--- config.mk ---
export PLATFORM = sky130hd
export DESIGN_NAME = css_syntax_marker
export DESIGN_NICKNAME = d
export VERILOG_FILES = /design/src/sv/css_mrk_pkg.sv /design/src/sv/css_mrk_scan.sv /design/src/sv/css_syntax_marker.sv
export SDC_FILE = /design/constraint.sdc
export NUM_CORES = 1
export LEC_CHECK = 0
export ABC_AREA = 1
export ABC_CLOCK_PERIOD_IN_PS = 5500
export BUFFER_PORTS_ARGS = -buffer_cell sky130_fd_sc_hd__buf_2
export CORE_MARGIN = 1.5
export CORE_UTILIZATION = 45
export DETAILED_ROUTE_END_ITERATION = 8
export PLACE_DENSITY = 0.71
export SKIP_LAST_GASP = 1
export SYNTH_ARGS = -nofsm -noshare
export SYNTH_HDL_FRONTEND = slang
export SYNTH_SLANG_ARGS = --single-unit
--- constraint.sdc ---
create_clock -name clk -period 5.5 [get_ports clk]
set_input_delay 0 -clock clk [delete_from_list [all_inputs] [get_ports clk]]
set_output_delay 0 -clock clk [all_outputs]
set_load 0.01 [all_outputs]
--- src/sv/css_mrk_pkg.sv ---
`default_nettype none

package css_mrk_pkg;

    // Input item: one text byte or an end-of-text flush
    typedef struct packed {
        logic       op;
        logic [7:0] byte_value;
    } item_t;

    // Result item: a literal byte or a style mark
    typedef struct packed {
        logic       kind;
        logic [7:0] out_byte;
        logic [2:0] style;
        logic       last;
    } result_t;

    localparam int unsigned MAX_RESULTS = 4;

    // Result burst for one item, plus the scan state it leaves behind
    typedef struct packed {
        result_t [MAX_RESULTS-1:0] res;
        logic [2:0]                count;
        logic [3:0]                state;
        logic [1:0]                ctx;
    } burst_t;

    // Item opcodes
    localparam logic OP_TEXT = 1'b0;
    localparam logic OP_END  = 1'b1;

    // Result kinds
    localparam logic KIND_LIT  = 1'b0;
    localparam logic KIND_MARK = 1'b1;

    // Style codes
    localparam logic [2:0] STY_RESET    = 3'd0;
    localparam logic [2:0] STY_SELECTOR = 3'd1;
    localparam logic [2:0] STY_PROPERTY = 3'd2;
    localparam logic [2:0] STY_STRING   = 3'd3;
    localparam logic [2:0] STY_COMMENT  = 3'd4;

    // Scan states
    localparam logic [3:0] ST_NORMAL       = 4'd0;
    localparam logic [3:0] ST_SELECTOR     = 4'd1;
    localparam logic [3:0] ST_PROPERTY     = 4'd2;
    localparam logic [3:0] ST_VALUE        = 4'd3;
    localparam logic [3:0] ST_QUOTE        = 4'd4;
    localparam logic [3:0] ST_QUOTE_ESC    = 4'd5;
    localparam logic [3:0] ST_DQUOTE       = 4'd6;
    localparam logic [3:0] ST_DQUOTE_ESC   = 4'd7;
    localparam logic [3:0] ST_SLASH        = 4'd8;
    localparam logic [3:0] ST_COMMENT      = 4'd9;
    localparam logic [3:0] ST_COMMENT_STAR = 4'd10;

    // Return context codes (regions only)
    localparam logic [1:0] CTX_SELECTOR = 2'd1;
    localparam logic [1:0] CTX_PROPERTY = 2'd2;
    localparam logic [1:0] CTX_VALUE    = 2'd3;

    // Characters of interest
    localparam logic [7:0] CH_LBRACE = 8'h7B;
    localparam logic [7:0] CH_COLON  = 8'h3A;
    localparam logic [7:0] CH_SEMI   = 8'h3B;
    localparam logic [7:0] CH_RBRACE = 8'h7D;
    localparam logic [7:0] CH_COMMA  = 8'h2C;
    localparam logic [7:0] CH_SLASH  = 8'h2F;
    localparam logic [7:0] CH_STAR   = 8'h2A;
    localparam logic [7:0] CH_QUOTE  = 8'h27;
    localparam logic [7:0] CH_DQUOTE = 8'h22;
    localparam logic [7:0] CH_BSLASH = 8'h5C;

    function automatic result_t lit_item(input logic [7:0] b);
        result_t r;
        r.kind     = KIND_LIT;
        r.out_byte = b;
        r.style    = STY_RESET;
        r.last     = 1'b0;
        return r;
    endfunction

    function automatic result_t mark_item(input logic [2:0] sty);
        result_t r;
        r.kind     = KIND_MARK;
        r.out_byte = 8'h00;
        r.style    = sty;
        r.last     = 1'b0;
        return r;
    endfunction

endpackage

`default_nettype wire

--- src/sv/css_mrk_scan.sv ---
`default_nettype none

// Next-state and result burst for one item, all combinational
module css_mrk_scan (
    input  wire css_mrk_pkg::item_t item,
    input  wire logic [3:0]         state,
    input  wire logic [1:0]         ctx,
    output css_mrk_pkg::burst_t     step
);

    css_mrk_pkg::result_t [css_mrk_pkg::MAX_RESULTS-1:0] res;
    logic [2:0] n;
    logic [1:0] last_idx;
    logic [3:0] st;
    logic [1:0] cx;
    logic [3:0] r;
    logic [1:0] sv;
    logic [7:0] c;
    logic       do_region;
    logic       do_close;

    always_comb
    begin
        res       = '0;
        n         = 3'd0;
        st        = state;
        cx        = ctx;
        r         = css_mrk_pkg::ST_SELECTOR;
        c         = item.byte_value;
        do_region = 1'b0;
        do_close  = 1'b0;
        last_idx  = 2'd0;
        // saved region; the unused context code counts as selector
        sv = (ctx == 2'd0) ? css_mrk_pkg::CTX_SELECTOR : ctx;

        if (item.op == css_mrk_pkg::OP_END)
        begin
            // flush
            case (state)
                css_mrk_pkg::ST_SLASH:
                begin
                    res[n[1:0]] = css_mrk_pkg::lit_item(css_mrk_pkg::CH_SLASH);
                    n = n + 3'd1;
                end
                css_mrk_pkg::ST_SELECTOR, css_mrk_pkg::ST_PROPERTY,
                css_mrk_pkg::ST_DQUOTE, css_mrk_pkg::ST_DQUOTE_ESC:
                begin
                    res[n[1:0]] = css_mrk_pkg::mark_item(css_mrk_pkg::STY_RESET);
                    n = n + 3'd1;
                end
                default:
                begin
                end
            endcase
            res[n[1:0]] = css_mrk_pkg::mark_item(css_mrk_pkg::STY_RESET);
            n  = n + 3'd1;
            st = css_mrk_pkg::ST_NORMAL;
            cx = css_mrk_pkg::CTX_SELECTOR;
        end
        else
        begin
            case (state)
                css_mrk_pkg::ST_SELECTOR, css_mrk_pkg::ST_PROPERTY,
                css_mrk_pkg::ST_VALUE:
                begin
                    do_region = 1'b1;
                    r         = state;
                end
                css_mrk_pkg::ST_SLASH:
                begin
                    if (c == css_mrk_pkg::CH_STAR)
                    begin
                        res[n[1:0]] = css_mrk_pkg::mark_item(css_mrk_pkg::STY_COMMENT);
                        n = n + 3'd1;
                        res[n[1:0]] = css_mrk_pkg::lit_item(css_mrk_pkg::CH_SLASH);
                        n = n + 3'd1;
                        res[n[1:0]] = css_mrk_pkg::lit_item(css_mrk_pkg::CH_STAR);
                        n  = n + 3'd1;
                        st = css_mrk_pkg::ST_COMMENT;
                    end
                    else
                    begin
                        // replay the held slash, then handle the byte
                        res[n[1:0]] = css_mrk_pkg::lit_item(css_mrk_pkg::CH_SLASH);
                        n         = n + 3'd1;
                        do_region = 1'b1;
                        r         = {2'b00, sv};
                    end
                end
                css_mrk_pkg::ST_COMMENT:
                begin
                    res[n[1:0]] = css_mrk_pkg::lit_item(c);
                    n = n + 3'd1;
                    if (c == css_mrk_pkg::CH_STAR)
                        st = css_mrk_pkg::ST_COMMENT_STAR;
                end
                css_mrk_pkg::ST_COMMENT_STAR:
                begin
                    res[n[1:0]] = css_mrk_pkg::lit_item(c);
                    n = n + 3'd1;
                    if (c == css_mrk_pkg::CH_SLASH)
                        do_close = 1'b1;
                    else if (c != css_mrk_pkg::CH_STAR)
                        st = css_mrk_pkg::ST_COMMENT;
                end
                css_mrk_pkg::ST_QUOTE, css_mrk_pkg::ST_DQUOTE:
                begin
                    res[n[1:0]] = css_mrk_pkg::lit_item(c);
                    n = n + 3'd1;
                    if (c == ((state == css_mrk_pkg::ST_QUOTE) ?
                              css_mrk_pkg::CH_QUOTE : css_mrk_pkg::CH_DQUOTE))
                        do_close = 1'b1;
                    else if (c == css_mrk_pkg::CH_BSLASH)
                        st = state + 4'd1;
                end
                css_mrk_pkg::ST_QUOTE_ESC, css_mrk_pkg::ST_DQUOTE_ESC:
                begin
                    res[n[1:0]] = css_mrk_pkg::lit_item(c);
                    n  = n + 3'd1;
                    st = state - 4'd1;
                end
                default:
                begin
                    // start of text (and unused codes)
                    res[n[1:0]] = css_mrk_pkg::mark_item(css_mrk_pkg::STY_SELECTOR);
                    n         = n + 3'd1;
                    do_region = 1'b1;
                    r         = css_mrk_pkg::ST_SELECTOR;
                end
            endcase

            // leaving a string or comment
            if (do_close)
            begin
                res[n[1:0]] = css_mrk_pkg::mark_item(css_mrk_pkg::STY_RESET);
                n  = n + 3'd1;
                st = {2'b00, sv};
                if (sv == css_mrk_pkg::CTX_SELECTOR)
                begin
                    res[n[1:0]] = css_mrk_pkg::mark_item(css_mrk_pkg::STY_SELECTOR);
                    n = n + 3'd1;
                end
                else if (sv == css_mrk_pkg::CTX_PROPERTY)
                begin
                    res[n[1:0]] = css_mrk_pkg::mark_item(css_mrk_pkg::STY_PROPERTY);
                    n = n + 3'd1;
                end
            end

            // byte in selector, property or value region
            if (do_region)
            begin
                st = r;
                if (c == css_mrk_pkg::CH_SLASH)
                begin
                    cx = r[1:0];
                    st = css_mrk_pkg::ST_SLASH;
                end
                else if (c == css_mrk_pkg::CH_QUOTE || c == css_mrk_pkg::CH_DQUOTE)
                begin
                    cx = r[1:0];
                    st = (c == css_mrk_pkg::CH_QUOTE) ?
                         css_mrk_pkg::ST_QUOTE : css_mrk_pkg::ST_DQUOTE;
                    res[n[1:0]] = css_mrk_pkg::mark_item(css_mrk_pkg::STY_STRING);
                    n = n + 3'd1;
                    res[n[1:0]] = css_mrk_pkg::lit_item(c);
                    n = n + 3'd1;
                end
                else
                begin
                    case (r)
                        css_mrk_pkg::ST_SELECTOR:
                        begin
                            if (c == css_mrk_pkg::CH_LBRACE)
                            begin
                                st = css_mrk_pkg::ST_PROPERTY;
                                res[n[1:0]] = css_mrk_pkg::mark_item(css_mrk_pkg::STY_RESET);
                                n = n + 3'd1;
                                res[n[1:0]] = css_mrk_pkg::lit_item(c);
                                n = n + 3'd1;
                                res[n[1:0]] = css_mrk_pkg::mark_item(css_mrk_pkg::STY_PROPERTY);
                                n = n + 3'd1;
                            end
                            else if (c == css_mrk_pkg::CH_COMMA)
                            begin
                                res[n[1:0]] = css_mrk_pkg::mark_item(css_mrk_pkg::STY_RESET);
                                n = n + 3'd1;
                                res[n[1:0]] = css_mrk_pkg::lit_item(c);
                                n = n + 3'd1;
                                res[n[1:0]] = css_mrk_pkg::mark_item(css_mrk_pkg::STY_SELECTOR);
                                n = n + 3'd1;
                            end
                            else
                            begin
                                res[n[1:0]] = css_mrk_pkg::lit_item(c);
                                n = n + 3'd1;
                            end
                        end
                        css_mrk_pkg::ST_PROPERTY:
                        begin
                            if (c == css_mrk_pkg::CH_COLON)
                            begin
                                st = css_mrk_pkg::ST_VALUE;
                                res[n[1:0]] = css_mrk_pkg::mark_item(css_mrk_pkg::STY_RESET);
                                n = n + 3'd1;
                                res[n[1:0]] = css_mrk_pkg::lit_item(c);
                                n = n + 3'd1;
                            end
                            else if (c == css_mrk_pkg::CH_RBRACE)
                            begin
                                st = css_mrk_pkg::ST_SELECTOR;
                                res[n[1:0]] = css_mrk_pkg::mark_item(css_mrk_pkg::STY_RESET);
                                n = n + 3'd1;
                                res[n[1:0]] = css_mrk_pkg::lit_item(c);
                                n = n + 3'd1;
                                res[n[1:0]] = css_mrk_pkg::mark_item(css_mrk_pkg::STY_SELECTOR);
                                n = n + 3'd1;
                            end
                            else
                            begin
                                res[n[1:0]] = css_mrk_pkg::lit_item(c);
                                n = n + 3'd1;
                            end
                        end
                        default:
                        begin
                            // value region
                            if (c == css_mrk_pkg::CH_SEMI)
                            begin
                                st = css_mrk_pkg::ST_PROPERTY;
                                res[n[1:0]] = css_mrk_pkg::lit_item(c);
                                n = n + 3'd1;
                                res[n[1:0]] = css_mrk_pkg::mark_item(css_mrk_pkg::STY_PROPERTY);
                                n = n + 3'd1;
                            end
                            else if (c == css_mrk_pkg::CH_RBRACE)
                            begin
                                st = css_mrk_pkg::ST_SELECTOR;
                                res[n[1:0]] = css_mrk_pkg::lit_item(c);
                                n = n + 3'd1;
                                res[n[1:0]] = css_mrk_pkg::mark_item(css_mrk_pkg::STY_SELECTOR);
                                n = n + 3'd1;
                            end
                            else
                            begin
                                res[n[1:0]] = css_mrk_pkg::lit_item(c);
                                n = n + 3'd1;
                            end
                        end
                    endcase
                end
            end
        end

        // flag the final result of the burst (count 4 wraps to index 3)
        if (n != 3'd0)
        begin
            last_idx = n[1:0] - 2'd1;
            res[last_idx].last = 1'b1;
        end

        step.res   = res;
        step.count = n;
        step.state = st;
        step.ctx   = cx;
    end

endmodule

`default_nettype wire

--- src/sv/css_syntax_marker.sv ---
// An accepted item is held in the input register; its burst is loaded into the result
// register once that register is empty or its last result is being taken.
// Throughput: 1 item per cycle while items yield at most one result and no result is
// stalled; an item with more results holds the single result port until all of its
// results (up to 4) are taken.
// Reset: scan state to start of text, saved context to selector, both registers empty.
`default_nettype none

module css_syntax_marker (
    input  wire logic                 clk,
    input  wire logic                 rst_n,
    input  wire logic                 item_valid,
    output logic                      item_stall,
    input  wire css_mrk_pkg::item_t   item,
    output logic                      result_valid,
    input  wire logic                 result_stall,
    output css_mrk_pkg::result_t      result
);

    css_mrk_pkg::item_t   item_reg;
    logic                 item_vld_reg;
    logic                 item_vld_next;
    logic [3:0]           state_reg;
    logic [3:0]           state_next;
    logic [1:0]           ctx_reg;
    logic [1:0]           ctx_next;
    css_mrk_pkg::result_t [css_mrk_pkg::MAX_RESULTS-1:0] res_reg;
    css_mrk_pkg::result_t [css_mrk_pkg::MAX_RESULTS-1:0] res_next;
    logic [2:0]           cnt_reg;
    logic [2:0]           cnt_next;
    css_mrk_pkg::burst_t  step;
    logic                 out_take;
    logic                 burst_free;
    logic                 load;
    logic                 item_take;

    css_mrk_scan u_scan (
        .item  (item_reg),
        .state (state_reg),
        .ctx   (ctx_reg),
        .step  (step)
    );

    // handshake
    assign result_valid = (cnt_reg != 3'd0);
    assign result       = res_reg[0];
    assign out_take     = result_valid && !result_stall;
    assign burst_free   = (cnt_reg == 3'd0) || ((cnt_reg == 3'd1) && out_take);
    assign load         = item_vld_reg && burst_free;
    assign item_stall   = item_vld_reg && !burst_free;
    assign item_take    = item_valid && !item_stall;

    // next values
    always_comb
    begin
        item_vld_next = item_take || (item_vld_reg && !load);
        state_next    = load ? step.state : state_reg;
        ctx_next      = load ? step.ctx : ctx_reg;
        res_next      = res_reg;
        cnt_next      = cnt_reg;
        if (load)
        begin
            res_next = step.res;
            cnt_next = step.count;
        end
        else if (out_take)
        begin
            for (int i = 0; i < css_mrk_pkg::MAX_RESULTS - 1; i++)
                res_next[i] = res_reg[i+1];
            cnt_next = cnt_reg - 3'd1;
        end
    end

    // control state
    always_ff @(posedge clk or negedge rst_n)
    begin
        if (!rst_n)
        begin
            item_vld_reg <= 1'b0;
            state_reg    <= css_mrk_pkg::ST_NORMAL;
            ctx_reg      <= css_mrk_pkg::CTX_SELECTOR;
            cnt_reg      <= 3'd0;
        end
        else
        begin
            item_vld_reg <= item_vld_next;
            state_reg    <= state_next;
            ctx_reg      <= ctx_next;
            cnt_reg      <= cnt_next;
        end
    end

    // payload
    always_ff @(posedge clk)
    begin
        if (item_take)
            item_reg <= item;
        res_reg <= res_next;
    end

endmodule

`default_nettype wire

## After elaboration in Yosys (flattened, before gate mapping)

Index checks and enable logic that the tools add are counted.

- $add $sub $neg: 10
- Magnitude comparators: 14
- Eq/ne operators: 33
- Mux-type cells: 100
- Bitwise logic cells: 30
- Reductions and logical operators: 36

Operators by type and width:

| kind | count |
|---|---|
| 52-bit 2-to-1 mux | 15 |
| 44-bit bitwise AND | 6 |
| 44-bit inverter | 6 |
| 52-bit bitwise mux | 4 |
| 13-bit demux with 2-bit select | 7 |
| 48-bit inverter | 3 |
| 13-bit 2-to-1 mux | 9 |
| 52-bit case mux with 2 select lines | 1 |
| 39-bit 2-to-1 mux | 2 |
| 4-bit 2-to-1 mux | 16 |
| 3-bit 2-to-1 mux | 19 |
| 8-bit by 6-bit equality test with 1-bit output, second input constant | 7 |
| 12-bit by 48-bit bitwise AND with 48-bit output | 1 |
| 36-bit by 48-bit bitwise AND with 48-bit output | 1 |
| 48-bit bitwise AND | 1 |
| 8-bit OR | 6 |
| 23-bit 2-to-1 mux | 2 |
| 40-bit bitwise AND | 1 |
| 40-bit inverter | 1 |
| 13-bit case mux with 3 select lines | 1 |
| 26-bit 2-to-1 mux | 1 |
| 13-bit case mux with 2 select lines | 1 |
| 8-bit by 7-bit equality test with 1-bit output, second input constant | 3 |
| 2-bit by 3-bit less-than comparator with 1-bit output, second input constant | 7 |
| 42 further kinds | 102 |

- Flip-flop bits (word level): 71
- Input bits: 13
- Word-level logic and storage cells: 245

## Longest topological paths before layout

Gate-level depths: netlist of run 1.

- Word-level depth: 28
- Depth in mapped cells: 28
- Depth with buffers taken out: 28

## Modules after synthesis

A second synthesis of run 1 with hierarchy kept.

- Cells, all modules: 932
- Area, all modules: 6526.3 µm²

Modules (own cells, without submodules):

| module | times used | cells an instance | area each (µm²) | sequential area each (µm²) |
|---|---|---|---|---|
| css_mrk_scan | 1 | 660 | 3520.9 | 0.0 |
| css_syntax_marker | 1 | 272 | 3005.4 | 2083.2 |

## Worst setup path after synthesis of run 1

Ideal clock, no wire load.

- Path kind: register to register
- Start: reg state_reg[0]
- End: reg res_reg[13] in the netlist's numbering, data pin
- Data arrival time: 3290 ps
- Slack: 1950 ps
- Stages on the path, launching flop included: 26
- Buffers on the path: 0
- Clock period less this slack: 3550 ps
- Path through: dfrtp_1 inv_1 ha_1 nand3_2 nor2_4 ha_1 inv_1 nor2_1 o21bai_1 nand2_1 o21ai_2 inv_1 ha_1 inv_1 nor2_1 o21ai_0 nand2_1 nor2_1 nor2_1 nand2_1 nand2_1 nand2_1 nand2_1 nand2_1 nand2_1 a21boi_1

RTL lines:

| what | RTL line | source |
|---|---|---|
| start: declaration | css_syntax_marker.sv:23 | `logic [3:0] state_reg;` |
| start signal: assignment | css_syntax_marker.sv:80 | `state_reg <= css_mrk_pkg::ST_NORMAL;` |
| start signal: assignment | css_syntax_marker.sv:87 | `state_reg <= state_next;` |
| end signal: assignment | css_syntax_marker.sv:98 | `res_reg <= res_next;` |
| end: declaration | css_syntax_marker.sv:27 | `css_mrk_pkg::result_t [css_mrk_pkg::MAX_RESULTS-1:0] res_reg;` |

## Worst setup path in the final report of run 1

- Start: reg state_reg[0]
- End: reg res_reg[39] in the netlist's numbering, data pin

- Word-level cells in the longest chain between the ends: 27

Ends and longest elaborated chain:

| what | RTL line | source |
|---|---|---|
| 4-bit by 1-bit equality test with 1-bit output, or another cell as far along | css_mrk_scan.sv:39, css_mrk_scan.sv:62 |  |
| 3-bit OR reduction | css_mrk_scan.sv:62 | `case (state)` |
| 3-bit case mux with 2 select lines | css_mrk_scan.sv:62 |  |
| 3-bit 2-to-1 mux | css_mrk_scan.sv:36 | `if (item.op == css_mrk_pkg::OP_END)` |
| 3-bit by 1-bit adder with 3-bit output, or another cell as far along | css_mrk_scan.sv:136 | `n = n + 3'd1;` |
| 3-bit by 1-bit adder with 3-bit output, or another cell as far along | css_mrk_scan.sv:141, css_mrk_scan.sv:146 |  |
| 3-bit 2-to-1 mux, or another cell as far along | css_mrk_scan.sv:143 | `else if (sv == css_mrk_pkg::CTX_PROPERTY)` |
| 3-bit 2-to-1 mux, or another cell as far along | css_mrk_scan.sv:138 | `if (sv == css_mrk_pkg::CTX_SELECTOR)` |
| [11 not listed] | n/a |  |
| 3-bit 2-to-1 mux, or another cell as far along | css_mrk_scan.sv:36 |  |
| 2-bit by 1-bit subtractor with 2-bit output / 52-bit case mux with 2 select lines (equally long branches) | css_mrk_scan.sv:258, css_mrk_scan.sv:171 |  |
| 2-bit by 3-bit less-than comparator with 1-bit output (not written as such), or another cell as far along | css_mrk_scan.sv:259 | `res[last_idx].last = 1'b1;` |
| 1-bit logical AND (not written as such) / 52-bit 2-to-1 mux (equally long branches) | css_mrk_scan.sv:259, css_mrk_scan.sv:154 |  |
| 1-bit 2-to-1 mux (not written as such) / 52-bit 2-to-1 mux (equally long branches) | css_mrk_scan.sv:259, css_mrk_scan.sv:151 |  |
| 13-bit demux with 2-bit select / 52-bit 2-to-1 mux (equally long branches) | n/a |  |
| 52-bit bitwise mux | css_mrk_scan.sv:259 |  |
| 52-bit 2-to-1 mux (*) | css_mrk_scan.sv:256 | `if (n != 3'd0)` |

Mark *: on every way between the ends. The rest lies on a longest branch, timed or not. The select of a mux whose other input is x is not followed.
A chain may end at the register's enable or synchronous reset.

==> results of run 1 <==
## logic make-up (layout without fill, tap and decap cells)
group / Yosys count / after routing / synth area share
buf+inv: 139 / 156 / 0.102
xor+xnor: 1 / 1 / 0.00146
compound gates: 167 / 167 / 0.158
flops: 68 / 68 / 0.332
fa+ha+maj: 20 / 20 / 0.0417
simple gates: 499 / 499 / 0.364
## per-stage QoR
step	setup slack (ns)	area [sq um]	util	hold slack, ns
floorplan	1.95	6000	-	-0.296
finish	1.05	6590	0.514	0.0369
global route	0.687	6590	0.514	0.0870
CTS	1.10	6590	0.514	0.0443
detailed placement	1.11	6150	0.480	-0.116
global placement	1.26	6150	0.480	-0.121
## cells in the final DEF, fill, tap and decap left out, types with 2 or more instances in the layout
cell / Yosys / routed
a211oi_1: 3 / 3
a21oi_1: 44 / 44
a21oi_2: 2 / 2
a31oi_1: 5 / 5
a32o_1: 3 / 3
and3_1: 2 / 2
buf_2: 9 / 27
buf_4: 14 / 6
bufinv_16: 0 / 2
clkbuf_16: 0 / 9
clkinv_2: 0 / 2
dfrtp_1: 9 / 9
dlygate4sd3_1: 0 / 11
edfxtp_1: 58 / 58
ha_1: 20 / 20
inv_1: 82 / 82
inv_2: 12 / 12
nand2_1: 281 / 281
nand2_2: 9 / 9
nand2_4: 5 / 5
nand3_1: 73 / 73
nand3_2: 3 / 3
nand4_1: 21 / 21
nor2_1: 80 / 79
nor2_2: 4 / 5
nor2_8: 2 / 2
nor3_1: 13 / 13
o211ai_1: 8 / 8
o21ai_0: 72 / 72
o21ai_1: 10 / 9
o21ai_2: 3 / 4
o21bai_1: 3 / 3
o22ai_1: 5 / 5
o31ai_1: 2 / 2
## final cells by class
type | count | area (sq um)
clock buffer | 10 | 239
timing repair buffer | 44 | 290
sequential | 68 | 1990
tap | 172 | 215
multi-input combinational | 687 | 3400
clock inverter | 6 | 86.3
fill | 1328 | 6240
inverter | 96 | 365
## cells in the mapped netlist, types with 4 or more instances
| library cell | instances | area, sq um |
|---|---|---|
| nand2_1 | 281 | 1050 |
| inv_1 | 82 | 308 |
| nor2_1 | 80 | 300 |
| nand3_1 | 73 | 365 |
| o21ai_0 | 72 | 360 |
| edfxtp_1 | 58 | 1740 |
| a21oi_1 | 44 | 220 |
| nand4_1 | 21 | 131 |
| ha_1 | 20 | 250 |
| clkbuf_1 | 15 | 56.3 |
| buf_4 | 14 | 105 |
| nor3_1 | 13 | 65.1 |
| inv_2 | 12 | 45.0 |
| o21ai_1 | 10 | 50.1 |
| buf_2 | 9 | 45.0 |
| dfrtp_1 | 9 | 225 |
| nand2_2 | 9 | 56.3 |
| o211ai_1 | 8 | 60.1 |
| a31oi_1 | 5 | 31.3 |
| nand2_4 | 5 | 56.3 |
| o22ai_1 | 5 | 31.3 |
| nor2_2 | 4 | 25.0 |
## where the power goes
group          leakage (nW)  internal [mW]  switching [mW]
Combinational          2.25          0.727            1.83
Sequential            0.685          0.806          0.0926
Clock                 0.159          0.409           0.231
## how the worst max path moves through the flow
stage                       startpoint     endpoint  slack [ns]  cells after the start
after floorplan           state_reg[0]  res_reg[13]        1.95                     25
after detailed placement  state_reg[0]  res_reg[39]        1.11                     20
after global placement     item_reg[4]  res_reg[39]        1.26                     21
final                     state_reg[0]  res_reg[39]        1.05                     20
after CTS                 state_reg[0]  res_reg[39]        1.10                     20
after global routing      state_reg[0]  res_reg[47]        0.69                     22
## per-layer routing
layer,share of wire,vias up
met5,0,-
met4,0.035,0
met3,0.12,49
met2,0.42,407
met1,0.43,2841
li1,-,3011
==> reports/results.tsv, run 1 <==
metric	value	unit
synth_seq_area_share	0.332	
irDropWorstVdd	0.000249	V
top_usage_layer	met2	
design_power_total	4.09	mW
clock_path_buffers	2	
crit_required	5.60	ns
boundaryPins	28	
grtUsageMet2	0.438	
fin_cells	1083	
die_y	118	microns
clk_latency	0.36	ns
path_delay_family	simple AND/OR/NAND/NOR gates	
r2r_start	state_reg[0]	
vias_per_cell	5.82	
initial_core_util	0.468	
synth_cells	894	
antenna_found_initial	0	
cp_slowest_cell	ha_1	
area_growth	9.83	%
critPathMaxFanout	14	
grt_pass1_vias	5757	
synth-edff-count	58	
cts_setup_buffers	0	
grt_max_degree	41	
hpwl	15.2	mm
dr.first_iter.drc_count	834	
io_buffers	27	
ant_nets	0	
numCtsBuffers	9	
post_cts_resized	0	
arrival	4.56	ns
met3_usage	0.0792	
post-route-period-util	0.810	
setup_viol	0	
routed_wl	20.5	mm
largest_reg_flops	36	
rsz0062_at_grt	false	
tns	0	ns
clkSinkCount	68	
path_class	flip-flop to flip-flop	
holdBufCountCts	11	
dr.pass1.iters	6	
row_count	41	
drv_cap	0	
drive_gt1_frac	0.105	
yosysUniqueCellTypes	50	
startpoint_type	flip-flop	
p_leak	3.09	nW
powerDensity	621	nW/um^2
syn_area_per_cell	6.71	sq um
clk_pin_slew_worst_paths	0.06	ns
crit_buf_inv	4	
critical_path.max_stage_delay	0.48	ns
track_usage	0.298	
rrSetupSlack	1.05	ns
fmax	0.224	GHz
die_area	14000	sq um
n_antenna_cell	0	
maxSlewViolCount	0	
fp.coreArea	12800	sq um
cp_common_cell	inv_1	
synth_nets	927	
wl_per_cell	18.9	microns
clock-root-buffer	clkbuf_16	
cp-end-kind	flip-flop	
fin_nets	939	
fin_crit	4.45	ns
dr_total_vias	6308	
die_w	118	microns
synth_area	6000	sq um
hold_path_class	input pin to async pin	
crit_path_cell_trace	inv_1 > ha_1 > nand3_2 > nor2_4 > ha_1 > inv_1 > nor2_1 > o21bai_1 > nand2_1 > o21ai_2 > inv_1 > ha_1 > inv_1 > nor2_1 > nor2_1 > nand3_1 > and3_1 > nand2_1 > nand2_1 > nor3b_1	
worst_pin_slew	0.816	ns
async_flop_share	0.147	
hold_viol_final	0	
max_slew_margin	0.454	
outcome	completed	
ys_seq_elements	68	
drcViolationCount	0	
ys_warn_count	0	
htree_levels	3	
grt_overflow	0	
grt.met1_usage	0.413	
cts_tree	built	
reg2regPathDepth	20	
synth_ff_type	edfxtp_1	
grt_pass1_wl	32.1	mm
place_congestion	1.03	
dp.cells	1056	
fin_skew	0.0111	ns
r2r_end	res_reg[39]	
(Power assumes the default switching activity.)
==> inputs of run 2 (changes only) <==
Settings changed: ABC_CLOCK_PERIOD_IN_PS 5500 to 4200.
Clock period 5.5 ns to 4.2 ns, I/O delays scaled along.
==> run 2 against run 1 <==
  * Via count increased by 1.6%
  * Largest power group unchanged
  * Total power increased by 31%
  * Maximum frequency increased by 14%
==> reports/results.tsv, run 2 (synthesis results as in run 1) <==
metric	value	unit	change
p_leak	3.17	nW	was 3.09 nW
grt_overflow	0		unchanged
htree_levels	3		unchanged
fp.coreArea	12800	sq um	unchanged
n_antenna_cell	0		unchanged
track_usage	0.289		was 0.298
drv_cap	0		unchanged
cp-end-kind	flip-flop		unchanged
hold_viol_final	0		unchanged
clock-root-buffer	clkbuf_16		unchanged
critical_path.max_stage_delay	0.41	ns	was 0.48 ns
routed_wl	19.7	mm	was 20.5 mm
top_usage_layer	met2		unchanged
path_class	flip-flop to flip-flop		unchanged
grt_pass1_vias	5920		was 5757
vias_per_cell	5.82		about the same
grt_max_degree	41		unchanged
crit_required	4.31	ns	was 5.60 ns
rrSetupSlack	0.30	ns	was 1.05 ns
clk_latency	0.35	ns	was 0.36 ns
met3_usage	0.0623		was 0.0792
dr.first_iter.drc_count	839		was 834
cp_slowest_cell	dfrtp_1		was ha_1
hold_path_class	input pin to async pin		unchanged
wl_per_cell	17.9	microns	was 18.9 microns
fill_cells	1317		was 1328
grtUsageMet2	0.422		was 0.438
dr.pass1.iters	6		unchanged
largest_reg_flops	36		unchanged
max_slew_margin	0.561		was 0.454
dp.cells	1072		was 1056
dr_total_vias	6406		was 6308
clock_path_buffers	2		unchanged
outcome	completed		unchanged
hpwl	14.8	mm	was 15.2 mm
row_count	41		unchanged
drcViolationCount	0		unchanged
fin_cells	1100		was 1083
arrival	4.00	ns	was 4.56 ns
tns	0	ns	unchanged
design_power_total	5.36	mW	was 4.09 mW
drive_gt1_frac	0.128		was 0.105
cp_common_cell	nand2_1		was inv_1
ant_nets	0		unchanged
io_buffers	27		unchanged
fmax	0.257	GHz	was 0.224 GHz
die_area	14000	sq um	unchanged
numCtsBuffers	9		unchanged
postLayoutCoreUtil	0.524		was 0.514
die_y	118	microns	unchanged
setup_viol	0		unchanged
area_growth	12.0	%	was 9.83%
powerDensity	799	nW/um^2	was 621 nW/um^2
maxSlewViolCount	0		unchanged
boundaryPins	28		unchanged
fin_nets	956		was 939
layout_common_cells	nand2_1 (281), inv_1 (78), nor2_1 (78)		was nand2_1 (281), inv_1 (82), nor2_1 (79)
initial_core_util	0.468		unchanged
antenna_found_initial	0		unchanged
design_area	6720	sq um	was 6590 sq um
grt.met1_usage	0.398		was 0.413
clk_pin_slew_worst_paths	0.06	ns	about the same
cts_tree	built		unchanged
startpoint_type	flip-flop		unchanged
fin_skew	0.00643	ns	was 0.0111 ns
dpl_cell_area	6270	sq um	was 6150 sq um
clkSinkCount	68		unchanged
irDropWorstVdd	0.000248	V	was 0.000249 V
final_common_cell	nand2_1		unchanged
place_congestion	1.05		was 1.03
post-route-period-util	0.928		was 0.810
worst_pin_slew	0.658	ns	was 0.816 ns
die_w	118	microns	unchanged
fin_crit	3.90	ns	was 4.45 ns
grt_pass1_wl	31.7	mm	was 32.1 mm
critPathMaxFanout	7		was 14
## run 2: cell types whose count changed in the layout (fill, tap and decap cells not counted)
cell	previous run	this run
nor2_2	5	6
inv_1	82	78
ha_1	20	19
clkinv_4	1	3
ha_2	0	1
buf_4	6	23
clkbuf_8	1	0
nor2_1	79	78
inv_2	12	16
clkinv_2	2	1
## run 2: timing repair
item	CTS	global route
hold endpoints to repair	20	0
setup buffers	0	1
gates resized for setup	0	6
setup endpoints to repair	0	23
hold buffers	11	0
## run 2: path summary, 6_finish.rpt
kind	start	end	depth (start not counted)
hold / removal	rst_n	state_reg[3]	2
min in group clk	result_stall	cnt_reg[0]	5
max in group asynchronous	rst_n	ctx_reg[0]	2
setup / recovery	state_reg[0]	res_reg[18]	25
setup reg to reg	state_reg[0]	res_reg[18]	25
hold reg to reg	res_reg[46]	res_reg[33]	2
## run 2: worst max-delay path, delay by kind of cell (launching register included)
family / cells / cell delay (ns)
and+or+nand+nor: 13 / 1.33
buffers and inverters: 6 / 0.83
adders and majority gates: 3 / 0.73
DFF: 1 / 0.41
AOI/OAI and AO/OA: 3 / 0.35
## run 2: routing by layer
metal,vias up,part of all wire
li1,3044,-
met2,422,0.43
met4,0,0.044
met5,-,0
met3,67,0.11
met1,2873,0.42
## run 2: area by class of cell
class                           count  area, sq um  share of cell area
Timing Repair Buffer               61          418              0.0622
Clock buffer                        9          225              0.0335
Tap cell                          172          215              0.0320
Clock inverter                      7         98.8              0.0147
Sequential cell                    68         1990               0.297
Inverter                           96          365              0.0544
Multi-Input combinational cell    687         3400               0.506
## run 2: stage by stage
step,hold slack [ns],setup slack [ns]
2_1_floorplan,-0.296,0.650
3_3_place_gp,-0.119,0.301
3_5_place_dp,-0.109,0.180
4_1_cts,0.0503,0.166
5_1_grt,0.103,-0.00239
6_report,0.0513,0.304
## run 2: power breakdown
group / total [mW] / leakage (nW) / internal (mW) / switching [mW]
logic: 3.39 / 2.33 / 1.01 / 2.38
clock network: 0.822 / 0.156 / 0.522 / 0.300
registers: 1.15 / 0.685 / 1.06 / 0.0935
